$ cat config.mk
export PLATFORM = sky130hd
export DESIGN_NAME = page_buffer_pool_manager_unit
export DESIGN_NICKNAME = d
export VERILOG_FILES = /design/src/design/pbpm_pkg.sv /design/src/design/pbpm_ram.sv /design/src/design/pbpm_ctrl.sv /design/src/design/pbpm_dp.sv /design/src/design/page_buffer_pool_manager_unit.sv
export SDC_FILE = /design/constraint.sdc
export NUM_CORES = 2
export LEC_CHECK = 0
export ABC_AREA = 1
export ABC_CLOCK_PERIOD_IN_PS = 11520
export BUFFER_PORTS_ARGS = -buffer_cell sky130_fd_sc_hd__buf_4
export CORE_AREA = 2 2 470 472
export CTS_BUF_LIST = sky130_fd_sc_hd__clkbuf_4 sky130_fd_sc_hd__clkbuf_8
export DETAILED_ROUTE_END_ITERATION = 12
export DIE_AREA = 0 0 472 474
export HOLD_SLACK_MARGIN = 0.03
export PLACE_DENSITY_LB_ADDON = 0.25
export SYNTH_ARGS = -nofsm -noshare
export SYNTH_HDL_FRONTEND = slang
export SYNTH_SLANG_ARGS = --single-unit
$ cat constraint.sdc
create_clock -name clk -period 11.52 [get_ports clk]
set_input_delay 1.152 -clock clk [delete_from_list [all_inputs] [get_ports clk]]
set_output_delay 1.152 -clock clk [all_outputs]
set_load 0.01 [all_outputs]
$ cat src/design/pbpm_pkg.sv
// shared types, codes and defaults for the page buffer pool manager
// no dependencies; imported by pbpm_ctrl, pbpm_dp and the top level
package pbpm_pkg;

    localparam int NUM_FRAMES_DEF   = 32;
    localparam int PAGE_ID_BITS_DEF = 32;
    localparam int PIN_BITS_DEF     = 16;

    typedef enum logic [1:0] {
        OP_ACCESS = 2'd0,
        OP_UNPIN  = 2'd1,
        OP_DIRTY  = 2'd2,
        OP_FLUSH  = 2'd3
    } op_t;

    localparam logic [1:0] ST_OK           = 2'd0;
    localparam logic [1:0] ST_NOT_RESIDENT = 2'd1;
    localparam logic [1:0] ST_ALL_PINNED   = 2'd2;

    typedef enum logic [3:0] {
        S_CLEAR,
        S_IDLE,
        S_SCAN_RD,
        S_SCAN_CHK,
        S_DECIDE,
        S_ROT_Q,
        S_ROT_F,
        S_ROT_CHK,
        S_EVICT,
        S_FULL
    } state_t;

    typedef enum logic [2:0] {
        WR_NONE,
        WR_CLEAR,
        WR_PIN,
        WR_FILL_EMPTY,
        WR_FILL_VICTIM,
        WR_UNPIN,
        WR_DIRTY
    } wr_t;

    typedef enum logic [3:0] {
        RES_NONE,
        RES_HIT,
        RES_FILL,
        RES_EVICT,
        RES_NOT_RES,
        RES_ALL_PINNED,
        RES_OK_MATCH,
        RES_FLUSH_PEND,
        RES_FLUSH_LAST,
        RES_FLUSH_NONE
    } res_t;

    typedef struct packed {
        logic capture;
        logic idx_inc;
        logic scan_rd;
        logic scan_chk;
        logic q_rd;
        logic victim_rd;
        logic rot_adv;
        logic rot_clr;
        logic q_push;
        logic pend_load;
        wr_t  fr_wr;
        res_t res;
    } pbpm_cmd_t;

    typedef struct packed {
        op_t  op;
        logic page_reserved;
        logic idx_last;
        logic match_found;
        logic empty_found;
        logic rec_dirty_valid;
        logic rec_pins_zero;
        logic rot_last;
        logic out_free;
        logic pend_valid;
    } pbpm_sts_t;

endpackage

$ cat src/design/pbpm_ram.sv
// generic single write, single read ram with registered read data
// depends on nothing
module pbpm_ram #(
    parameter int WIDTH = 8,
    parameter int DEPTH = 32
) (
    input  logic                     clk,
    input  logic                     wr_en,
    input  logic [$clog2(DEPTH)-1:0] wr_addr,
    input  logic [WIDTH-1:0]         wr_data,
    input  logic                     rd_en,
    input  logic [$clog2(DEPTH)-1:0] rd_addr,
    output logic [WIDTH-1:0]         rd_data
);

    logic [WIDTH-1:0] mem [DEPTH];

    always_ff @(posedge clk)
    begin
        if (wr_en)
        begin
            mem[wr_addr] <= wr_data;
        end
        if (rd_en)
        begin
            rd_data <= mem[rd_addr];
        end
    end

endmodule

$ cat src/design/pbpm_ctrl.sv
// sequencing state machine of the page buffer pool manager
// depends on pbpm_pkg; drives the datapath through pbpm_cmd_t
module pbpm_ctrl
    import pbpm_pkg::*;
(
    input  logic      clk,
    input  logic      rst_n,
    input  logic      in_valid,
    input  pbpm_sts_t sts,
    output logic      in_ready,
    output pbpm_cmd_t cmd
);

    state_t state_reg;
    state_t state_next;

    always_ff @(posedge clk or negedge rst_n)
    begin
        if (!rst_n)
        begin
            state_reg <= S_CLEAR;
        end
        else
        begin
            state_reg <= state_next;
        end
    end

    // flush must emit the held result before taking a new dirty frame
    logic flush_stall;
    assign flush_stall = (sts.op == OP_FLUSH) && sts.rec_dirty_valid && sts.pend_valid
                         && !sts.out_free;

    always_comb
    begin
        state_next = state_reg;
        unique case (state_reg)
            S_CLEAR:
            begin
                if (sts.idx_last)
                begin
                    state_next = S_IDLE;
                end
            end
            S_IDLE:
            begin
                if (in_valid)
                begin
                    state_next = S_SCAN_RD;
                end
            end
            S_SCAN_RD:
            begin
                state_next = S_SCAN_CHK;
            end
            S_SCAN_CHK:
            begin
                if (!flush_stall)
                begin
                    state_next = sts.idx_last ? S_DECIDE : S_SCAN_RD;
                end
            end
            S_DECIDE:
            begin
                if (sts.out_free)
                begin
                    if (sts.op == OP_ACCESS && !sts.page_reserved && !sts.match_found
                        && !sts.empty_found)
                    begin
                        state_next = S_ROT_Q;
                    end
                    else
                    begin
                        state_next = S_IDLE;
                    end
                end
            end
            S_ROT_Q:
            begin
                state_next = S_ROT_F;
            end
            S_ROT_F:
            begin
                state_next = S_ROT_CHK;
            end
            S_ROT_CHK:
            begin
                if (sts.rec_pins_zero)
                begin
                    state_next = S_EVICT;
                end
                else if (sts.rot_last)
                begin
                    state_next = S_FULL;
                end
                else
                begin
                    state_next = S_ROT_Q;
                end
            end
            S_EVICT, S_FULL:
            begin
                if (sts.out_free)
                begin
                    state_next = S_IDLE;
                end
            end
            default:
            begin
                state_next = S_CLEAR;
            end
        endcase
    end

    always_comb
    begin
        cmd       = '0;
        cmd.fr_wr = WR_NONE;
        cmd.res   = RES_NONE;
        in_ready  = 1'b0;
        unique case (state_reg)
            S_CLEAR:
            begin
                cmd.fr_wr   = WR_CLEAR;
                cmd.idx_inc = 1'b1;
            end
            S_IDLE:
            begin
                in_ready    = 1'b1;
                cmd.capture = in_valid;
            end
            S_SCAN_RD:
            begin
                cmd.scan_rd = 1'b1;
            end
            S_SCAN_CHK:
            begin
                if (!flush_stall)
                begin
                    cmd.scan_chk = 1'b1;
                    cmd.idx_inc  = 1'b1;
                    if (sts.op == OP_FLUSH && sts.rec_dirty_valid)
                    begin
                        cmd.pend_load = 1'b1;
                        if (sts.pend_valid)
                        begin
                            cmd.res = RES_FLUSH_PEND;
                        end
                    end
                end
            end
            S_DECIDE:
            begin
                if (sts.out_free)
                begin
                    priority if (sts.op == OP_FLUSH)
                    begin
                        cmd.res = sts.pend_valid ? RES_FLUSH_LAST : RES_FLUSH_NONE;
                    end
                    else if (sts.page_reserved)
                    begin
                        cmd.res = RES_NOT_RES;
                    end
                    else if (sts.op == OP_ACCESS)
                    begin
                        priority if (sts.match_found)
                        begin
                            cmd.fr_wr = WR_PIN;
                            cmd.res   = RES_HIT;
                        end
                        else if (sts.empty_found)
                        begin
                            cmd.fr_wr  = WR_FILL_EMPTY;
                            cmd.q_push = 1'b1;
                            cmd.res    = RES_FILL;
                        end
                        else
                        begin
                            cmd.rot_clr = 1'b1;
                        end
                    end
                    else if (sts.match_found)
                    begin
                        cmd.fr_wr = (sts.op == OP_UNPIN) ? WR_UNPIN : WR_DIRTY;
                        cmd.res   = RES_OK_MATCH;
                    end
                    else
                    begin
                        cmd.res = RES_NOT_RES;
                    end
                end
            end
            S_ROT_Q:
            begin
                cmd.q_rd = 1'b1;
            end
            S_ROT_F:
            begin
                cmd.victim_rd = 1'b1;
            end
            S_ROT_CHK:
            begin
                cmd.rot_adv = 1'b1;
            end
            S_EVICT:
            begin
                if (sts.out_free)
                begin
                    cmd.fr_wr = WR_FILL_VICTIM;
                    cmd.res   = RES_EVICT;
                end
            end
            S_FULL:
            begin
                if (sts.out_free)
                begin
                    cmd.res = RES_ALL_PINNED;
                end
            end
            default:
            begin
                cmd.res = RES_NONE;
            end
        endcase
    end

endmodule

$ cat src/design/pbpm_dp.sv
// frame table, victim queue, scan registers and result register
// depends on pbpm_pkg and pbpm_ram; commanded by pbpm_ctrl
module pbpm_dp
    import pbpm_pkg::*;
#(
    parameter int NUM_FRAMES   = NUM_FRAMES_DEF,
    parameter int PAGE_ID_BITS = PAGE_ID_BITS_DEF,
    parameter int PIN_BITS     = PIN_BITS_DEF,
    localparam int FB    = $clog2(NUM_FRAMES),
    localparam int IN_W  = ((PAGE_ID_BITS + 2 + 7) / 8) * 8,
    localparam int OUT_W = ((PAGE_ID_BITS + FB + 7 + 7) / 8) * 8
) (
    input  logic             clk,
    input  logic             rst_n,
    input  pbpm_cmd_t        cmd,
    output pbpm_sts_t        sts,
    input  logic [IN_W-1:0]  s_tdata,
    input  logic [1:0]       s_tuser,
    input  logic             m_tready,
    output logic             m_tvalid,
    output logic [OUT_W-1:0] m_tdata,
    output logic             m_tlast
);

    localparam int P   = PAGE_ID_BITS;
    localparam int REC = P + PIN_BITS + 3;
    localparam logic [P-1:0]  EMPTY    = '1;
    localparam logic [FB-1:0] LAST_IDX = FB'(NUM_FRAMES - 1);

    // captured request
    op_t          op_reg;
    logic [P-1:0] page_reg;
    logic [1:0]   kind_reg;

    // scan state
    logic [FB-1:0]  idx_reg;
    logic           match_found_reg, empty_found_reg, pend_valid_reg;
    logic [FB-1:0]  match_idx_reg, empty_idx_reg, pend_idx_reg;
    logic [REC-1:0] match_rec_reg;
    logic [P-1:0]   pend_page_reg;
    logic [1:0]     pend_kind_reg;

    // victim queue pointers
    logic [FB-1:0] head_reg, rot_cnt_reg, v_reg;
    logic [FB:0]   count_reg;

    // result register
    logic          out_valid_reg;
    logic [1:0]    o_status_reg, o_kind_reg;
    logic          o_hit_reg, o_fetch_reg, o_wb_reg, o_last_reg;
    logic [FB-1:0] o_frame_reg;
    logic [P-1:0]  o_page_reg;

    // frame table ram: {kind, dirty, pins, page}
    logic           fr_wr_en, fr_rd_en;
    logic [FB-1:0]  fr_wr_addr, fr_rd_addr;
    logic [REC-1:0] fr_wr_data, fr_rd_data;

    logic [FB-1:0] q_rd_data, q_tail;
    logic [FB:0]   tail_sum;

    logic [P-1:0]        rec_page;
    logic [PIN_BITS-1:0] rec_pins, m_pins;
    logic                rec_dirty;
    logic [1:0]          rec_kind;

    assign rec_page  = fr_rd_data[P-1:0];
    assign rec_pins  = fr_rd_data[P+PIN_BITS-1:P];
    assign rec_dirty = fr_rd_data[P+PIN_BITS];
    assign rec_kind  = fr_rd_data[P+PIN_BITS+2:P+PIN_BITS+1];
    assign m_pins    = match_rec_reg[P+PIN_BITS-1:P];

    assign tail_sum = {1'b0, head_reg} + count_reg;
    assign q_tail   = (tail_sum >= (FB+1)'(NUM_FRAMES)) ?
                      FB'(tail_sum - (FB+1)'(NUM_FRAMES)) : tail_sum[FB-1:0];

    assign fr_rd_en   = cmd.scan_rd | cmd.victim_rd;
    assign fr_rd_addr = cmd.victim_rd ? q_rd_data : idx_reg;
    assign fr_wr_en   = (cmd.fr_wr != WR_NONE);

    always_comb
    begin
        fr_wr_addr = idx_reg;
        fr_wr_data = {2'b00, 1'b0, {PIN_BITS{1'b0}}, EMPTY};
        unique case (cmd.fr_wr)
            WR_NONE, WR_CLEAR:
            begin
                fr_wr_addr = idx_reg;
            end
            WR_PIN:
            begin
                fr_wr_addr = match_idx_reg;
                fr_wr_data = match_rec_reg;
                fr_wr_data[P+PIN_BITS-1:P] = (m_pins == '1) ? m_pins : m_pins + 1'b1;
            end
            WR_FILL_EMPTY:
            begin
                fr_wr_addr = empty_idx_reg;
                fr_wr_data = {kind_reg, 1'b0, PIN_BITS'(1), page_reg};
            end
            WR_FILL_VICTIM:
            begin
                fr_wr_addr = v_reg;
                fr_wr_data = {kind_reg, 1'b0, PIN_BITS'(1), page_reg};
            end
            WR_UNPIN:
            begin
                fr_wr_addr = match_idx_reg;
                fr_wr_data = match_rec_reg;
                fr_wr_data[P+PIN_BITS-1:P] = (m_pins == '0) ? m_pins : m_pins - 1'b1;
            end
            WR_DIRTY:
            begin
                fr_wr_addr = match_idx_reg;
                fr_wr_data = match_rec_reg;
                fr_wr_data[P+PIN_BITS] = 1'b1;
            end
            default:
            begin
                fr_wr_addr = idx_reg;
            end
        endcase
    end

    pbpm_ram #(.WIDTH(REC), .DEPTH(NUM_FRAMES)) u_frame_ram (
        .clk     (clk),
        .wr_en   (fr_wr_en),
        .wr_addr (fr_wr_addr),
        .wr_data (fr_wr_data),
        .rd_en   (fr_rd_en),
        .rd_addr (fr_rd_addr),
        .rd_data (fr_rd_data)
    );

    pbpm_ram #(.WIDTH(FB), .DEPTH(NUM_FRAMES)) u_queue_ram (
        .clk     (clk),
        .wr_en   (cmd.q_push),
        .wr_addr (q_tail),
        .wr_data (empty_idx_reg),
        .rd_en   (cmd.q_rd),
        .rd_addr (head_reg),
        .rd_data (q_rd_data)
    );

    // control registers
    always_ff @(posedge clk or negedge rst_n)
    begin
        if (!rst_n)
        begin
            idx_reg         <= '0;
            head_reg        <= '0;
            count_reg       <= '0;
            rot_cnt_reg     <= '0;
            match_found_reg <= 1'b0;
            empty_found_reg <= 1'b0;
            pend_valid_reg  <= 1'b0;
            out_valid_reg   <= 1'b0;
        end
        else
        begin
            if (cmd.idx_inc)
            begin
                idx_reg <= (idx_reg == LAST_IDX) ? '0 : idx_reg + 1'b1;
            end
            if (cmd.capture)
            begin
                match_found_reg <= 1'b0;
                empty_found_reg <= 1'b0;
                pend_valid_reg  <= 1'b0;
            end
            else
            begin
                if (cmd.scan_chk && rec_page == page_reg)
                begin
                    match_found_reg <= 1'b1;
                end
                if (cmd.scan_chk && rec_page == EMPTY)
                begin
                    empty_found_reg <= 1'b1;
                end
                if (cmd.pend_load)
                begin
                    pend_valid_reg <= 1'b1;
                end
            end
            if (cmd.q_push)
            begin
                count_reg <= count_reg + 1'b1;
            end
            if (cmd.rot_clr)
            begin
                rot_cnt_reg <= '0;
            end
            else if (cmd.rot_adv)
            begin
                rot_cnt_reg <= rot_cnt_reg + 1'b1;
                head_reg    <= (head_reg == LAST_IDX) ? '0 : head_reg + 1'b1;
            end
            if (cmd.res != RES_NONE)
            begin
                out_valid_reg <= 1'b1;
            end
            else if (m_tready)
            begin
                out_valid_reg <= 1'b0;
            end
        end
    end

    // payload registers
    always_ff @(posedge clk)
    begin
        if (cmd.capture)
        begin
            op_reg   <= op_t'(s_tuser);
            page_reg <= s_tdata[P-1:0];
            kind_reg <= s_tdata[P+1:P];
        end
        if (cmd.scan_chk && !match_found_reg && rec_page == page_reg)
        begin
            match_idx_reg <= idx_reg;
            match_rec_reg <= fr_rd_data;
        end
        if (cmd.scan_chk && !empty_found_reg && rec_page == EMPTY)
        begin
            empty_idx_reg <= idx_reg;
        end
        if (cmd.pend_load)
        begin
            pend_idx_reg  <= idx_reg;
            pend_page_reg <= rec_page;
            pend_kind_reg <= rec_kind;
        end
        if (cmd.victim_rd)
        begin
            v_reg <= q_rd_data;
        end
        if (cmd.res != RES_NONE)
        begin
            o_status_reg <= ST_OK;
            o_hit_reg    <= 1'b0;
            o_frame_reg  <= '0;
            o_fetch_reg  <= 1'b0;
            o_wb_reg     <= 1'b0;
            o_page_reg   <= '0;
            o_kind_reg   <= 2'b00;
            o_last_reg   <= 1'b1;
            unique case (cmd.res)
                RES_HIT:
                begin
                    o_hit_reg   <= 1'b1;
                    o_frame_reg <= match_idx_reg;
                end
                RES_FILL:
                begin
                    o_frame_reg <= empty_idx_reg;
                    o_fetch_reg <= 1'b1;
                end
                RES_EVICT:
                begin
                    o_frame_reg <= v_reg;
                    o_fetch_reg <= 1'b1;
                    o_wb_reg    <= rec_dirty;
                    o_page_reg  <= rec_dirty ? rec_page : '0;
                    o_kind_reg  <= rec_dirty ? rec_kind : 2'b00;
                end
                RES_NOT_RES:
                begin
                    o_status_reg <= ST_NOT_RESIDENT;
                end
                RES_ALL_PINNED:
                begin
                    o_status_reg <= ST_ALL_PINNED;
                end
                RES_OK_MATCH:
                begin
                    o_frame_reg <= match_idx_reg;
                end
                RES_FLUSH_PEND, RES_FLUSH_LAST:
                begin
                    o_frame_reg <= pend_idx_reg;
                    o_wb_reg    <= 1'b1;
                    o_page_reg  <= pend_page_reg;
                    o_kind_reg  <= pend_kind_reg;
                    o_last_reg  <= (cmd.res == RES_FLUSH_LAST);
                end
                default:
                begin
                    o_last_reg <= 1'b1;
                end
            endcase
        end
    end

    assign m_tvalid = out_valid_reg;
    assign m_tlast  = o_last_reg;
    assign m_tdata  = OUT_W'({o_kind_reg, o_page_reg, o_wb_reg, o_fetch_reg, o_frame_reg,
                              o_hit_reg, o_status_reg});

    assign sts.op              = op_reg;
    assign sts.page_reserved   = (page_reg == EMPTY);
    assign sts.idx_last        = (idx_reg == LAST_IDX);
    assign sts.match_found     = match_found_reg;
    assign sts.empty_found     = empty_found_reg;
    assign sts.rec_dirty_valid = rec_dirty && (rec_page != EMPTY);
    assign sts.rec_pins_zero   = (rec_pins == '0);
    assign sts.rot_last        = (rot_cnt_reg == LAST_IDX);
    assign sts.out_free        = !out_valid_reg || m_tready;
    assign sts.pend_valid      = pend_valid_reg;

    a_count_bound: assert property (@(posedge clk) disable iff (!rst_n)
        count_reg <= (FB+1)'(NUM_FRAMES))
        else $error("victim queue count above frame count");

    a_head_bound: assert property (@(posedge clk) disable iff (!rst_n)
        head_reg <= LAST_IDX)
        else $error("queue head out of range");

    a_push_room: assert property (@(posedge clk) disable iff (!rst_n)
        cmd.q_push |-> count_reg < (FB+1)'(NUM_FRAMES))
        else $error("queue push with full queue");

    a_no_overwrite: assert property (@(posedge clk) disable iff (!rst_n)
        (cmd.res != RES_NONE) |-> (!out_valid_reg || m_tready))
        else $error("result loaded over a result not yet taken");

endmodule

$ cat src/design/page_buffer_pool_manager_unit.sv
// top level of the page buffer pool manager
// depends on pbpm_pkg, pbpm_ctrl and pbpm_dp (which holds two pbpm_ram instances)
//
// usage
// - input channel s_*: one transfer is one request; s_tuser carries the operation
//   (access and pin, unpin, mark dirty, flush dirty frames), s_tdata the page number
//   and the page kind
// - output channel m_*: one or more result transfers per request; m_tlast marks the
//   final result of a request (a flush: one result per dirty frame, at least one)
// - the block takes one request at a time; s_tready is high only while no request
//   is in work, but a finished result may still wait in the output register
// - order of work: every request scans the frame table, reading then checking each
//   frame in turn; an access that finds neither the page nor an empty frame then walks
//   the victim queue, reading a queue entry, then its frame, then checking its pins;
//   the frame table ram has a single read port, so frames are read one at a time
// - after reset a clearing pass marks every frame empty, with s_tready low
// - a stalled receiver holds the result register; the sequencer waits at the next
//   result it has to emit, so nothing is dropped
module page_buffer_pool_manager_unit
    import pbpm_pkg::*;
#(
    parameter int NUM_FRAMES   = NUM_FRAMES_DEF,
    parameter int PAGE_ID_BITS = PAGE_ID_BITS_DEF,
    parameter int PIN_BITS     = PIN_BITS_DEF,
    localparam int FB    = $clog2(NUM_FRAMES),
    localparam int IN_W  = ((PAGE_ID_BITS + 2 + 7) / 8) * 8,
    localparam int OUT_W = ((PAGE_ID_BITS + FB + 7 + 7) / 8) * 8
) (
    input  logic             clk,
    input  logic             rst_n,
    input  logic             s_tvalid,
    output logic             s_tready,
    // page_number, page_kind, zero fill
    input  logic [IN_W-1:0]  s_tdata,
    // operation
    input  logic [1:0]       s_tuser,
    output logic             m_tvalid,
    input  logic             m_tready,
    // status, hit, frame_index, fetch_needed, writeback_needed, writeback_page,
    // writeback_kind, zero fill
    output logic [OUT_W-1:0] m_tdata,
    output logic             m_tlast
);

    pbpm_cmd_t cmd;
    pbpm_sts_t sts;

    // sequencer: one request at a time, scan then decide then optional queue walk
    pbpm_ctrl u_ctrl (
        .clk      (clk),
        .rst_n    (rst_n),
        .in_valid (s_tvalid),
        .sts      (sts),
        .in_ready (s_tready),
        .cmd      (cmd)
    );

    // frame table, victim queue and result register
    pbpm_dp #(
        .NUM_FRAMES   (NUM_FRAMES),
        .PAGE_ID_BITS (PAGE_ID_BITS),
        .PIN_BITS     (PIN_BITS)
    ) u_dp (
        .clk      (clk),
        .rst_n    (rst_n),
        .cmd      (cmd),
        .sts      (sts),
        .s_tdata  (s_tdata),
        .s_tuser  (s_tuser),
        .m_tready (m_tready),
        .m_tvalid (m_tvalid),
        .m_tdata  (m_tdata),
        .m_tlast  (m_tlast)
    );

endmodule
# Word level (Yosys, flattened, before mapping)
# Memory sizes are Yosys's and may differ from the RTL's. A register that Yosys moved wholly into a read port is not among the register bits.
# Cells that the tools add are included.
# classes
n_addsub	8
order_cmp	1
n_eq_ne	37
n_mux	80
n_bitwise	2
reduce_logical	38
# ops
operator	count
51-bit one-hot mux with 4 select lines	1
32-bit equality test (second input constant)	2
32-bit one-hot mux with 2 select lines	1
4-bit 2-to-1 mux	10
4-bit one-hot mux with 9 select lines	1
32-bit equality test	1
4-bit by 3-bit equality test with 1-bit output (second input constant)	8
16-bit logical NOT	2
16-bit 2-to-1 mux	2
32-bit 2-to-1 mux	1
32-bit inequality test (second input constant)	1
5-bit 2-to-1 mux	6
1-bit 2-to-1 mux	28
7-bit 2-to-1 mux	4
3-bit 2-to-1 mux	8
5-bit one-hot mux with 4 select lines	1
2-bit 2-to-1 mux	9
16-bit by 1-bit adder with 16-bit output (second input constant)	1
16-bit equality test (second input constant)	1
4-bit by 2-bit equality test with 1-bit output (second input constant)	4
4-bit one-hot mux with 4 select lines	1
16-bit by 1-bit subtractor with 16-bit output (second input constant)	1
5-bit by 1-bit adder with 5-bit output (second input constant)	3
5-bit equality test (second input constant)	3
31 further kinds	66
# word_totals
reg_bits	215
ramBits	1792
inputBits	46
out_inout_bits	51
n_memories	2
# memory_table
memory	depth	word_bits	rd	rd_ports_with_merged_regs	write_ports	line	source
u_dp.u_frame_ram.mem	32	51	1	1	1	pbpm_ram.sv:16	logic [WIDTH-1:0] mem [DEPTH];
u_dp.u_queue_ram.mem	32	5	1	1	1	pbpm_ram.sv:16	

# Depth between registers and ports, before layout
# logic_depth
depth_word	11
ltp_mapped	16

# Modules after synthesis
# Synthesis repeated with hierarchy kept, for this count alone.
# hier_totals
cells_unflattened	7358
hier_area_um2	85249.3
# by_module_without_submodules
module	n_inst	cells_per_inst	area_per_inst_um2
pbpm_ram at u_dp.u_frame_ram	1	5605	67265.8
pbpm_dp	1	1049	10540.1
pbpm_ram at u_dp.u_queue_ram	1	595	6846.6
pbpm_ctrl	1	109	596.8

# Worst setup path after synthesis
# No wires, ideal clock.
# synth_timing
path_kind	input port to flip-flop
from	input m_tready
to	memory u_dp.u_frame_ram.mem[11][0] in the netlist's numbering (enable)
setup_time_ps	460
arrival_ps	4573
required_ps	11060
setup_slack_ps	6487
stages	11
path_cell_list	nor2_2 inv_2 nand2_1 nor2_2 a21oi_2 nand2_1 nand3_1 nand2_1 inv_1 nand2_1 nor2_1
# synth_between
elab_chain_cells	6
word_cells_on_any_way	14
# synth_lines
element	line	source
from (decl)	page_buffer_pool_manager_unit.sv:38	input logic m_tready,
1-bit logical OR (*)	pbpm_dp.sv:308	assign sts.out_free = !out_valid_reg || m_tready;
7-bit 2-to-1 mux (on tied branches)	pbpm_ctrl.sv:154, pbpm_ctrl.sv:207	
3-bit one-hot mux with 3 select lines (*)	pbpm_ctrl.sv:121	unique case (state_reg)
3-bit by 2-bit equality test with 1-bit output, or another cell as far along	pbpm_dp.sv:85	unique case (cmd.fr_wr)
3-bit OR reduction (no source line) / 1-bit 2-to-1 mux (equally long branches)	n/a	
5-bit one-hot mux with 3 select lines / 1-bit 2-to-1 mux (equally long branches)	pbpm_dp.sv:85, pbpm_ram.sv:22	
to (decl)	pbpm_ram.sv:16	
# Mark *: on every way between the ends. The rest lies on a longest branch, timed or not.

# Worst setup path in the final report
# layout_timing
from	register u_dp.page_reg[25]
to	memory u_dp.u_frame_ram.mem[5][26] in the netlist's numbering (enable)
# layout_between
elab_chain_cells	8
word_cells_on_any_way	15
# layout_lines
element	line	source
from (decl)	pbpm_dp.sv:32	logic [P-1:0] page_reg;
from (signal assigned)	pbpm_dp.sv:216	page_reg <= s_tdata[P-1:0];
32-bit equality test (*)	pbpm_dp.sv:301	assign sts.page_reserved = (page_reg == EMPTY);
3-bit 2-to-1 mux (*)	pbpm_ctrl.sv:160	else if (sts.page_reserved)
3-bit 2-to-1 mux (*)	pbpm_ctrl.sv:156	priority if (sts.op == OP_FLUSH)
7-bit 2-to-1 mux (*)	pbpm_ctrl.sv:154	if (sts.out_free)
3-bit one-hot mux with 3 select lines (*)	pbpm_ctrl.sv:121	
3-bit by 2-bit equality test with 1-bit output, or another cell as far along	pbpm_dp.sv:85	
3-bit OR reduction (no source line) / 1-bit 2-to-1 mux (equally long branches)	n/a	
5-bit one-hot mux with 3 select lines / 1-bit 2-to-1 mux (equally long branches)	pbpm_dp.sv:85, pbpm_ram.sv:22	
# Marks and branches as above.

==> summary.md <==
| Metric | Value |
|---|---|
| Hold path cells | `1` |
| Hold path start | `s_tdata[29]` |
| Critical path class | `flop to flop` |
| Initial DRC Count | `5774` |
| Area leader, netlist | `edfxtp_1` |
| Worst R2R Start | `u_dp.page_reg[25]` |
| Yosys cell types | `42` |
| F_max | `174.1 MHz` |
| Unrepaired setup endpoints after global routing | `false` |
| Largest net degree at the start of global routing | `152` |
| First-pass GRT wire length | `341600 µm` |
| Final design utilization | `43.34%` |
| Area contributors post-synth | `edfxtp_1, nand2_1, nand3_1` |
| Met3 wire len | `16610 µm` |
| Maximum Capacitance Violations | `0` |
| Wirelength per Cell | `22.53 µm` |
| Critical Path Most Common Cell | `nand2_1` |
| Synth Warn # | `0` |
| Num Clock Sinks | `2062` |
| CP max stage cell | `nor2_4` |
| Core region area | `218700 µm²` |
| Chip Width | `472 µm` |
| Synth Flop Type | `edfxtp_1` |
| Antenna violations before repair | `3` |
| Worst Path Max Fanout | `42` |
| Most flop-heavy register | `u_dp.u_frame_ram.mem` |
| Final HPWL DP | `117700 µm` |
| Slew headroom | `9.856%` |
| WP depth | `15` |
| Routed length on met1 | `101200 µm` |
| Gpl congestion | `0.8457` |
| Critical Path AT | `6.37 ns` |
| Crit end category | `flop` |
| Clock Path Buffers | `4` |
| Slew of the pin with the lowest slew margin | `1.348 ns` |
| Vias in the first global route | `51910` |
| Setup violators final | `0` |
| Final-stage net count | `7284` |
| Fin crit period | `5.742 ns` |
| Tcrit/Tclk final | `49.85%` |
| Routed WL | `232700 µm` |
| Tot GR Track Use | `20.38%` |
| Synth Cell Area | `84870 µm²` |
| CTS H-tree lvls | `5` |
| Top flop regs | `u_dp.u_frame_ram.mem (1632), u_dp.u_queue_ram.mem (160)` |
| Total CTS buffers | `342` |
| Most common cell after layout, fill and taps aside | `nand2_1` |
| Crit-path cells | `nand2_1 > nor2_1 > nand2_1 > nor2_1 > nand2_1 > nand3_2 > nand2_2 > buf_4 > nand2_1 > nand3_1 > nand2_1 > inv_1 > nand2_1 > nor2_4 > buf_4` |
| Share of cells above drive strength 1 | `10.45%` |
| Layout area overhead | `11.65%` |
| 1st-pass router iterations | `6` |
| Outcome | `completed` |
| Overflow after GRT | `0` |
| Num rows | `172` |
| Initial core utilization | `38.82%` |
| Slew Limit Fails | `0` |
| Vias/cell | `5.288` |
| Syn Inst Count | `7091` |
| CTS root buf | `clkbuf_8` |
| Max reg flops | `1632` |
| Post-synth EDFFs | `2034` |
| Clock skew | `0.09727 ns` |
| Clock Latency Late Sink | `1.07 ns` |
| Filler cells | `20060` |
| Worst-path clk slew | `0.06 ns` |
| Number of hold violations in the final report | `0` |
| CP Launch Type | `flop` |
| I/O pin total | `97` |
| Fin Setup TNS | `0 ns` |
| DIE AREA | `223700 µm²` |
| CTS tree | `yes` |
| Avg Inst Size Synth | `11.97 µm²` |
| Vias | `54620` |
| Met2 WL | `109500 µm` |
| DRC | `0` |
| Port buffer count | `86` |
| CP bufs+invs | `3` |
| Most frequent cells in the layout | `nand2_1, edfxtp_1, nand3_1` |
| Worst setup startpoint | `u_dp.page_reg[25]` |
| Post-route ant nets | `0` |
| Asr flop ratio synth | `1.358%` |
| Peak VDD IR | `0.1690 mV` |
| CP delay by family, top | `simple AND/OR/NAND/NOR gates` |
| Reg2reg path depth | `15` |
| Post-CTS setup buffers | `0` |
| Pwr dens | `219.5 nW/µm²` |
| CP peak stage delay | `1.16 ns` |
| Worst Hold Class | `input port to flop` |
| Worst Path Required | `12.15 ns` |
| Pleak | `34.66 nW` |
| Die height | `474 µm` |
| FF+latch count, synth | `2062` |
| Synth top area share | `71.97%` |
| Highest metal used | `met4` |
| Sequential area share after synthesis | `72.79%` |
## Yosys cell counts (all sizes together), types with 41 or more instances
library cell,n
o22ai,41
a21o,204
nand2,2294
nand3,867
edfxtp,2034
o211ai,264
nor2,290
buf,270
clkbuf,142
inv,310
o21ai,167
## per-layer routing
layer / vias to the layer above / track usage, %
met5: - / 0
met4: 0 / 5.793
met3: 353 / 3.393
met2: 2027 / 33.12
met1: 27000 / 28.22
li1: 25240 / -
## final cells by class
class | instances | area, µm² | share of cell area, %
Sequential cell | 2062 | 61780 | 65.20
Multi-Input combinational cell | 4308 | 20420 | 21.55
Clock buffer | 474 | 5767 | 6.086
Tap cell | 2871 | 3592 | 3.791
Timing Repair Buffer | 198 | 1564 | 1.651
Inverter | 312 | 1192 | 1.258
Clock inverter | 99 | 424.2 | 0.4476
Antenna cell | 5 | 12.51 | 0.01320
## stage by stage
| stage | cells | hold WS (ns) | cell area (µm²) | setup WS [ns] | total power [mW] |
|---|---|---|---|---|---|
| floorplan | 7094 | 0.4264 | 84880 | 6.487 | 13.04 |
| global placement | 9750 | 0.4383 | 88540 | 5.561 | 14.87 |
| detailed placement | 9750 | 0.4350 | 88540 | 5.571 | 14.91 |
| CTS | 10320 | 0.1587 | 94740 | 5.729 | 20.94 |
| global route | 10330 | 0.2003 | 94760 | 5.541 | 21.83 |
| finish | 10330 | 0.2632 | 94760 | 5.778 | 20.80 |
## final timing paths
kind | endpoint | slack (ns)
min in group asynchronous | u_dp.head_reg[1] | 0.60
setup / recovery | u_dp.u_frame_ram.mem[5][26] | 5.78
hold reg to reg | u_dp.match_rec_reg[37] | 0.46
setup reg to reg | u_dp.u_frame_ram.mem[5][26] | 5.78
max in group asynchronous | u_dp.head_reg[0] | 10.58
hold / removal | u_dp.page_reg[29] | 0.26
## timing repair
| item | in CTS | in global routing |
|---|---|---|
| hold buffers | 1 | 0 |
| hold endpoints to repair | 28 | 0 |
| gates resized for setup | 0 | 0 |
## power by group
| group | total, mW | internal, mW | switching, mW | leakage (nW) |
|---|---|---|---|---|
| Clock | 6.04 | 3.21 | 2.83 | 3.31 |
| Sequential | 9.01 | 8.71 | 0.298 | 18.9 |
| Combinational | 5.76 | 1.62 | 4.13 | 12.5 |
| Total | 20.8 | 13.5 | 7.26 | 34.7 |
## kinds of logic (layout without fill, tap and decap cells)
family          count (synthesis)  in the layout  synth area share [%]
buf+inv                       724           1083                 3.627
fa+ha+maj                      14             14                0.2152
other cells                     1              9              0.004419
simple gates                 3515           3515                 17.04
compound gates                727            727                 5.829
xor+xnor                       48             48                0.4954
flops                        2062           2062                 72.79
Power figures use the tool's default switching activity.
